**src/sv/nsd_pkg.sv**
```systemverilog
`timescale 1ns / 1ps
// ----------------------------------------------------------------------------
// nsd_pkg
// Shared types and constants for the nearest sphere distance/color block.
// ----------------------------------------------------------------------------
package nsd_pkg;

    localparam int MAX_SPHERES_DEF = 64;
    localparam int SCALE_W         = 31;
    localparam logic [SCALE_W-1:0] SCALE_RESET = 31'd32768;

    // arithmetic widths
    localparam int SQ_W   = 66;   // sum of three squared 32-bit magnitudes
    localparam int DIST_W = 35;   // signed surface distance before saturation
    localparam int MAG_W  = 34;   // magnitude of that distance
    localparam int NUM_W  = 42;   // magnitude * 255

    typedef enum logic {
        REQ_LOAD  = 1'b0,
        REQ_QUERY = 1'b1
    } req_kind_t;

    typedef struct packed {
        logic               req_type;
        logic               first_of_set;
        logic signed [31:0] pos_x;
        logic signed [31:0] pos_y;
        logic signed [31:0] pos_z;
        logic [30:0]        sphere_radius;
    } req_t;

    typedef struct packed {
        logic signed [31:0] signed_distance;
        logic [7:0]         red;
        logic [7:0]         green;
        logic [7:0]         blue;
        logic               no_spheres;
    } rsp_t;

    typedef struct packed {
        logic signed [31:0] x;
        logic signed [31:0] y;
        logic signed [31:0] z;
        logic [30:0]        r;
    } sphere_t;

    typedef enum logic [2:0] {
        ST_IDLE,
        ST_READ,
        ST_LAUNCH,
        ST_WAIT,
        ST_PREP,
        ST_DIV,
        ST_RESULT
    } nsd_state_t;

    typedef enum logic [1:0] {
        DS_IDLE,
        DS_SQUARE,
        DS_ROOT,
        DS_DONE
    } dist_state_t;

endpackage

```
**src/sv/nsd_dist.sv**
```systemverilog
`timescale 1ns / 1ps
// ----------------------------------------------------------------------------
// nsd_dist
// Signed surface distance of one vertex to one sphere: three squares through
// one 32x32 multiplier, then a bit-per-cycle integer square root.
// ----------------------------------------------------------------------------
module nsd_dist (
    input  logic                              clk,
    input  logic                              rst_n,
    input  logic                              start,
    input  nsd_pkg::sphere_t                  sphere,
    input  logic signed [31:0]                vx,
    input  logic signed [31:0]                vy,
    input  logic signed [31:0]                vz,
    output logic                              done,
    output logic signed [nsd_pkg::DIST_W-1:0] surf_dist
);
    import nsd_pkg::*;

    dist_state_t       state_reg, state_next;
    logic [1:0]        cnt_reg, cnt_next;
    logic [31:0]       dx_reg, dx_next;
    logic [31:0]       dy_reg, dy_next;
    logic [31:0]       dz_reg, dz_next;
    logic [30:0]       rad_reg, rad_next;
    logic [63:0]       prod_reg, prod_next;
    logic [SQ_W-1:0]   acc_reg, acc_next;
    logic [SQ_W-1:0]   res_reg, res_next;
    logic [SQ_W-1:0]   one_reg, one_next;
    logic [31:0]       mul_op;
    logic [SQ_W-1:0]   trial;

    function automatic logic [31:0] abs_diff(input logic signed [31:0] a,
                                             input logic signed [31:0] b);
        logic signed [32:0] d;
        logic signed [32:0] m;
        d = 33'(a) - 33'(b);
        m = d[32] ? -d : d;
        return m[31:0];
    endfunction

    // state and datapath registers
    always_ff @(posedge clk or negedge rst_n)
    begin
        if (!rst_n)
        begin
            state_reg <= DS_IDLE;
        end
        else
        begin
            state_reg <= state_next;
        end
    end

    always_ff @(posedge clk)
    begin
        cnt_reg  <= cnt_next;
        dx_reg   <= dx_next;
        dy_reg   <= dy_next;
        dz_reg   <= dz_next;
        rad_reg  <= rad_next;
        prod_reg <= prod_next;
        acc_reg  <= acc_next;
        res_reg  <= res_next;
        one_reg  <= one_next;
    end

    // sequencer: square/accumulate, then root, then report
    always_comb
    begin
        state_next = state_reg;
        cnt_next   = cnt_reg;
        dx_next    = dx_reg;
        dy_next    = dy_reg;
        dz_next    = dz_reg;
        rad_next   = rad_reg;
        prod_next  = prod_reg;
        acc_next   = acc_reg;
        res_next   = res_reg;
        one_next   = one_reg;
        done       = 1'b0;
        trial      = res_reg + one_reg;
        surf_dist  = DIST_W'({1'b0, res_reg[MAG_W-1:0]}) - DIST_W'(rad_reg);

        case (cnt_reg)
            2'd0:    mul_op = dx_reg;
            2'd1:    mul_op = dy_reg;
            default: mul_op = dz_reg;
        endcase

        case (state_reg)
            DS_IDLE:
            begin
                if (start)
                begin
                    dx_next    = abs_diff(sphere.x, vx);
                    dy_next    = abs_diff(sphere.y, vy);
                    dz_next    = abs_diff(sphere.z, vz);
                    rad_next   = sphere.r;
                    acc_next   = '0;
                    cnt_next   = 2'd0;
                    state_next = DS_SQUARE;
                end
            end
            DS_SQUARE:
            begin
                if (cnt_reg != 2'd3)
                begin
                    prod_next = mul_op * mul_op;
                end
                if (cnt_reg != 2'd0)
                begin
                    acc_next = acc_reg + SQ_W'(prod_reg);
                end
                cnt_next = cnt_reg + 2'd1;
                if (cnt_reg == 2'd3)
                begin
                    res_next   = '0;
                    one_next   = SQ_W'(1) << (SQ_W - 2);
                    state_next = DS_ROOT;
                end
            end
            DS_ROOT:
            begin
                if (acc_reg >= trial)
                begin
                    acc_next = acc_reg - trial;
                    res_next = (res_reg >> 1) + one_reg;
                end
                else
                begin
                    res_next = res_reg >> 1;
                end
                one_next = one_reg >> 2;
                if (one_reg[0])
                begin
                    state_next = DS_DONE;
                end
            end
            DS_DONE:
            begin
                done       = 1'b1;
                state_next = DS_IDLE;
            end
            default:
            begin
                state_next = DS_IDLE;
            end
        endcase
    end

endmodule

```
**config.mk**
```make
export PLATFORM = sky130hd
export DESIGN_NAME = nsd_dist
export DESIGN_NICKNAME = d
export VERILOG_FILES = /design/src/sv/nsd_pkg.sv /design/src/sv/nsd_dist.sv
export SDC_FILE = /design/constraint.sdc
export NUM_CORES = 2
export LEC_CHECK = 0
export BUFFER_PORTS_ARGS = -buffer_cell sky130_fd_sc_hd__clkbuf_2
export CAP_MARGIN = 20
export CORE_ASPECT_RATIO = 1.75
export CORE_MARGIN = 4
export CORE_UTILIZATION = 59
export CTS_BUF_LIST = sky130_fd_sc_hd__clkbuf_16
export DETAILED_ROUTE_END_ITERATION = 12
export PLACE_DENSITY = 0.74
export SLEW_MARGIN = 25
export SYNTH_ARGS = -nofsm -noshare
export SYNTH_HDL_FRONTEND = slang
export SYNTH_SLANG_ARGS = --single-unit
```
**constraint.sdc**
```tcl
create_clock -name clk -period 23.9 [get_ports clk]
set_input_delay 4.78 -clock clk [delete_from_list [all_inputs] [get_ports clk]]
set_output_delay 4.78 -clock clk [all_outputs]
set_load 0.1 [all_outputs]
```
# ---- After elaboration in Yosys (flattened, before gate mapping)
# Cells that the tools add are included.
dict set report classes {
  n_addsub 12
  n_mul 1
  order_cmp 1
  eq_ne 11
  n_mux 20
  n_reduce_logical 12
}
# operator count
set ops {}
lappend ops {{66-bit two-way mux} 6}
lappend ops {{66-bit case mux with 2 select lines} 2}
lappend ops {{66-bit case mux with 3 select lines} 1}
lappend ops {{32-bit by 32-bit subtractor with 33-bit output} 3}
lappend ops {{32-bit two-way mux} 3}
lappend ops {{32-bit negation} 3}
lappend ops {{65-bit by 66-bit adder with 66-bit output} 1}
lappend ops {{66-bit by 64-bit adder with 66-bit output} 1}
lappend ops {{66-bit adder} 1}
lappend ops {{66-bit greater-or-equal comparator} 1}
lappend ops {{66-bit subtractor} 1}
lappend ops {{32-bit by 32-bit multiplier with 64-bit output} 1}
lappend ops {{32-bit case mux with 2 select lines} 1}
lappend ops {{34-bit by 31-bit subtractor with 35-bit output} 1}
lappend ops {{2-bit != test (second input constant)} 6}
lappend ops {{2-bit two-way mux} 4}
lappend ops {{2-bit case mux with 4 select lines} 1}
lappend ops {{2-bit AND reduction} 4}
lappend ops {{2-bit equality test (second input constant)} 3}
lappend ops {{2-bit nonzero test} 3}
lappend ops {{2-bit by 1-bit equality test with 1-bit output (second input constant)} 2}
lappend ops {{2-bit zero test} 2}
lappend ops {{2-bit case mux with 2 select lines} 1}
lappend ops {{4-bit AND reduction} 1}
lappend ops {{4 further kinds} 4}
dict set report totals {
  register_bits 393
  input_bits 226
  out_inout_bits 36
}

# ---- Depth between registers and ports, before layout
dict set report logic_depth {
  word_depth 4
  depth_mapped 39
  mapped_depth_nobuf 34
}

# ---- Least setup slack after synthesis
# OpenSTA, ideal clock, no wires.
dict set report synth_path {
  path_type {flip-flop to flip-flop}
  start {register res_reg[4]}
  end {register acc_reg[0] (enable)}
  setup_ps 544
  arrival_time_ps 9296
  slack_ps 14060
  stages_incl_launch_ff 23
  n_path_buf 2
  synth_period_minus_slack_ps 9840
  path_cell_list {edfxtp_1 -> ha_1 -> a21o_1 -> a31oi_1 -> o31a_1 -> o21ai_0 -> a211o_1 -> a31oi_1 -> o31ai_1 -> a31oi_1 -> o21bai_1 -> a31oi_1 -> xor2_1 -> ha_1 -> clkbuf_1 -> nand2_1 -> or3_1 -> o21ai_0 -> nor3_1 -> o41ai_4 -> buf_2 -> nor2_1 -> a2111oi_2}
}
dict set report synth_between {
  elab_chain_len 4
}
# item line
set synth_rtl {}
lappend synth_rtl {{start, declared} nsd_dist.sv:28} ;# logic [SQ_W-1:0] res_reg, res_next;
lappend synth_rtl {{start signal, assigned} nsd_dist.sv:64} ;# res_reg <= res_next;
lappend synth_rtl {{66-bit adder} nsd_dist.sv:82} ;# trial = res_reg + one_reg;
lappend synth_rtl {{66-bit greater-or-equal comparator} nsd_dist.sv:125} ;# if (acc_reg >= trial)
lappend synth_rtl {{2-bit != test (no line)} -}
lappend synth_rtl {{4-bit AND reduction (no line)} -}
lappend synth_rtl {{end signal, assigned} nsd_dist.sv:63} ;# acc_reg <= acc_next;
lappend synth_rtl {{end, declared} nsd_dist.sv:27} ;# logic [SQ_W-1:0] acc_reg, acc_next;
# No other way between the ends.
# A chain may end at the register's enable or synchronous reset.

# ---- Final worst setup path
dict set report layout_path {
  start {register cnt_reg[0]}
  end {register prod_reg[62] (data pin)}
}
dict set report layout_between {
  elab_chain_len 3
}
# item line
set layout_rtl {}
lappend layout_rtl {{start, declared} nsd_dist.sv:21} ;# logic [1:0] cnt_reg, cnt_next;
lappend layout_rtl {{start signal, assigned} nsd_dist.sv:57} ;# cnt_reg <= cnt_next;
lappend layout_rtl {{2-bit by 1-bit equality test with 1-bit output or 2-bit zero test (tied branches)} nsd_dist.sv:85} ;# case (cnt_reg)
lappend layout_rtl {{32-bit case mux with 2 select lines (*)} nsd_dist.sv:85}
lappend layout_rtl {{32-bit by 32-bit multiplier with 64-bit output (*)} nsd_dist.sv:109} ;# prod_next = mul_op * mul_op;
lappend layout_rtl {{end signal, assigned} nsd_dist.sv:62} ;# prod_reg <= prod_next;
lappend layout_rtl {{end, declared} nsd_dist.sv:26} ;# logic [63:0] prod_reg, prod_next;
# Mark *: on every way between the ends. The rest lies on a longest branch, timed or not.

==> run metrics <==
status complete, no violations; initial antenna violation count 2; HPWL after detailed placement around 160000 um; total global routing overflow 0; sum of negative setup slack 0 ns; CP endpoint kind register; Core ar. around 110000 um^2; Setup Fix Bufs, Post-CTS 0; top cells by area, synth sky130_fd_sc_hd__fa_1 (25%), sky130_fd_sc_hd__edfxtp_1 (17%), sky130_fd_sc_hd__ha_1 (12%), sky130_fd_sc_hd__inv_1 (7.1%), sky130_fd_sc_hd__xnor2_1 (4.0%); actual slew at the worst max-slew pin between 1 and 1.5 ns; largest fanout on the critical path 33; clock transition at the registers of the reported paths about 0.070 ns; register area share after synthesis 0.169; average cell area after synthesis about 8.9 um^2; first-pass detailed-route iteration total 6; cell with the most instances after synthesis sky130_fd_sc_hd__inv_1; Site Rows approximately 160; launch point of the critical path cnt_reg[0]; final worst path period share 0.507; worst hold-check path type reg -> reg; maximum number of pins on one net before global-route repair 96; required time of the worst setup path around 24 ns; Crit path arrival time approximately 13 ns; type of element launching the critical path register; overall routing resource usage 0.332; clk sinks around 360; count of filler cells inserted in the layout just over 9000; clock latency at the later pin of the worst-skew pair roughly 0.64 ns; cts repair resizes 0; Fmax achieved 0.0825 GHz; CTS tree built; cell area after synthesis roughly 64000 um^2; via count of the routed design 52500; global placer's final weighted congestion between 0.9 and 1; crit path kind reg -> reg; H-tree depth 2; number of setup violations in the final report 0; number of distinct library cells after synthesis 97; Bufs on Longest Clock Path 3; Synthesis Warnings 0; predominant post-synthesis flop cell sky130_fd_sc_hd__edfxtp_1; remaining routing DRC violations 0; die outline area roughly 110000 um^2; RSZ-0062 raised after global routing no; post-DR vias/cell 6.06; most area-hungry cell type in the Yosys netlist sky130_fd_sc_hd__fa_1; global-route wire length before repair 296000 um; area share of the largest cell type after synthesis 0.250; vias in the first global route 55900; Final Max Slew Viols 0; share of flip-flops with an asynchronous set or reset after synthesis 0.00557; crit path time final around 12 ns; relative slew slack 0.238; total of hold buffers inserted after clock tree synthesis 0; CTS root buffer sky130_fd_sc_hd__clkbuf_16; net count reported at finish between 8000 and 9000; origin of the critical flop-to-flop path cnt_reg[0]; EDFF count, synth roughly 360; P&R area growth vs syn 5.95%; Boundary Pins 262; fraction of layout cells with a size suffix above 1 0.0655; total of flip-flops plus latches after synthesis around 360; total wire length approximately 190000 um; height of the die approximately 440 um; Num CTS Buffers 37; Initial Utilization 0.593; drt wl/cell around 22 um; number of nets in the synthesized netlist just under 9000; Initial DRC Count ~3100; x dimension of the die around 260 um; leading cell types by count after synthesis sky130_fd_sc_hd__inv_1 (1204), sky130_fd_sc_hd__fa_1 (796), sky130_fd_sc_hd__ha_1 (630); startpoint of the tightest hold check path one_reg[34]; Final Hold Violating Endpoints 0; skew final between 0.03 and 0.04 ns; Port Buffers 261; number of violations of the max-capacitance limit 0; Antenna Nets Post-Route 0; gate count after technology mapping slightly above 7000
==> kinds of logic after synthesis <==
family | after synthesis | synth area share
buf+inv | 1484 | 0.0879
simple gates | 1811 | 0.133
compound gates | 1573 | 0.164
xor+xnor | 486 | 0.0669
fa+ha+maj | 1427 | 0.375
mux | 26 | 0.00417
flops | 359 | 0.169
==> routing by layer <==
layer / vias up / global-route usage / share of wire
li1: 24300 / - / -
met1: 25300 / 0.328 / 0.32
met2: 2055 / 0.622 / 0.52
met3: 812 / 0.0426 / 0.058
met4: 2 / 0.257 / 0.097
met5: - / 0 / 0.000095
==> placed cells by master (no fill, tap or decap), types with 32 or more instances in the layout <==
| cell | count |
|---|---|
| sky130_fd_sc_hd__a211oi_1 | 60 |
| sky130_fd_sc_hd__a21o_1 | 230 |
| sky130_fd_sc_hd__a21oi_1 | 394 |
| sky130_fd_sc_hd__a22o_1 | 32 |
| sky130_fd_sc_hd__a31oi_1 | 120 |
| sky130_fd_sc_hd__and2_1 | 70 |
| sky130_fd_sc_hd__and3_1 | 45 |
| sky130_fd_sc_hd__buf_4 | 70 |
| sky130_fd_sc_hd__clkbuf_16 | 37 |
| sky130_fd_sc_hd__clkbuf_2 | 261 |
| sky130_fd_sc_hd__edfxtp_1 | 357 |
| sky130_fd_sc_hd__fa_1 | 796 |
| sky130_fd_sc_hd__ha_1 | 629 |
| sky130_fd_sc_hd__inv_1 | 1205 |
| sky130_fd_sc_hd__nand2_1 | 596 |
| sky130_fd_sc_hd__nand2b_1 | 68 |
| sky130_fd_sc_hd__nand3_1 | 78 |
| sky130_fd_sc_hd__nand4_1 | 95 |
| sky130_fd_sc_hd__nor2_1 | 530 |
| sky130_fd_sc_hd__nor2b_1 | 81 |
| sky130_fd_sc_hd__nor3_1 | 83 |
| sky130_fd_sc_hd__o21a_1 | 64 |
| sky130_fd_sc_hd__o21ai_0 | 241 |
| sky130_fd_sc_hd__o21bai_1 | 76 |
| sky130_fd_sc_hd__o22ai_1 | 32 |
| sky130_fd_sc_hd__or3_1 | 42 |
| sky130_fd_sc_hd__xnor2_1 | 292 |
| sky130_fd_sc_hd__xor2_1 | 194 |
==> path summary, 6_finish.rpt <==
kind,endpoint,slack (ns),cells past startpoint
worst min-delay path,one_reg[32],0.59,1
min in group asynchronous,state_reg[0],3.95,1
worst max register to register,prod_reg[62],11.77,27
max in group asynchronous,state_reg[1],19.85,1
worst min register to register,one_reg[32],0.59,1
worst max-delay path,prod_reg[62],11.77,27
==> stage by stage <==
step / setup WS, ns / instance area, um^2 / std cells / utilization / hold slack (ns)
floorplan: 14.06 / 63600 / 7166 / - / 0.561
CTS: 12.03 / 67400 / 8656 / 0.628 / 0.587
detailed placement: 12.06 / 66200 / 8594 / 0.618 / 0.591
finish: 11.77 / 67400 / 8659 / 0.629 / 0.590
global placement: 12.35 / 66200 / 8594 / 0.618 / 0.586
global route: 11.22 / 67400 / 8657 / 0.629 / 0.623
==> worst max-delay path, cell delays in order, from the launching register on <==
cell and delay [ns]:
sky130_fd_sc_hd__edfxtp_1 0.45, sky130_fd_sc_hd__ha_1 0.24, sky130_fd_sc_hd__buf_4 0.24, sky130_fd_sc_hd__nor2_2 0.68
sky130_fd_sc_hd__buf_4 0.38, sky130_fd_sc_hd__a21o_1 0.72, sky130_fd_sc_hd__clkinv_1 1.01, sky130_fd_sc_hd__nor2_1 0.55
sky130_fd_sc_hd__fa_1 0.50, sky130_fd_sc_hd__fa_1 0.51, sky130_fd_sc_hd__fa_1 0.52, sky130_fd_sc_hd__inv_1 0.05
sky130_fd_sc_hd__fa_1 0.47, sky130_fd_sc_hd__inv_1 0.05, sky130_fd_sc_hd__fa_1 0.48, sky130_fd_sc_hd__fa_1 0.57
sky130_fd_sc_hd__fa_1 0.43, sky130_fd_sc_hd__fa_1 0.45, sky130_fd_sc_hd__ha_1 0.40, sky130_fd_sc_hd__a21o_1 0.24
sky130_fd_sc_hd__a2111oi_0 0.58, sky130_fd_sc_hd__a21oi_1 0.35, sky130_fd_sc_hd__o21ai_0 0.68, sky130_fd_sc_hd__a311oi_1 0.25
sky130_fd_sc_hd__o211ai_1 0.36, sky130_fd_sc_hd__a21oi_1 0.13, sky130_fd_sc_hd__or2_2 0.32, sky130_fd_sc_hd__a311oi_1 0.28
==> final cells by class <==
class / instances / area [um^2] / share of cell area
multi-input combinational: 5323 / 47400 / 0.703
sequential: 359 / 10800 / 0.160
inverter: 1212 / 4550 / 0.0675
timing repair buffer: 332 / 1840 / 0.0273
tap: 1368 / 1710 / 0.0254
clock buffer: 37 / 926 / 0.0137
clock inverter: 25 / 234 / 0.00347
antenna: 3 / 7.51 / 0.000111
Power is not shown: default switching activity piles up to over one toggle a cycle in this logic, so the estimate is an artifact.
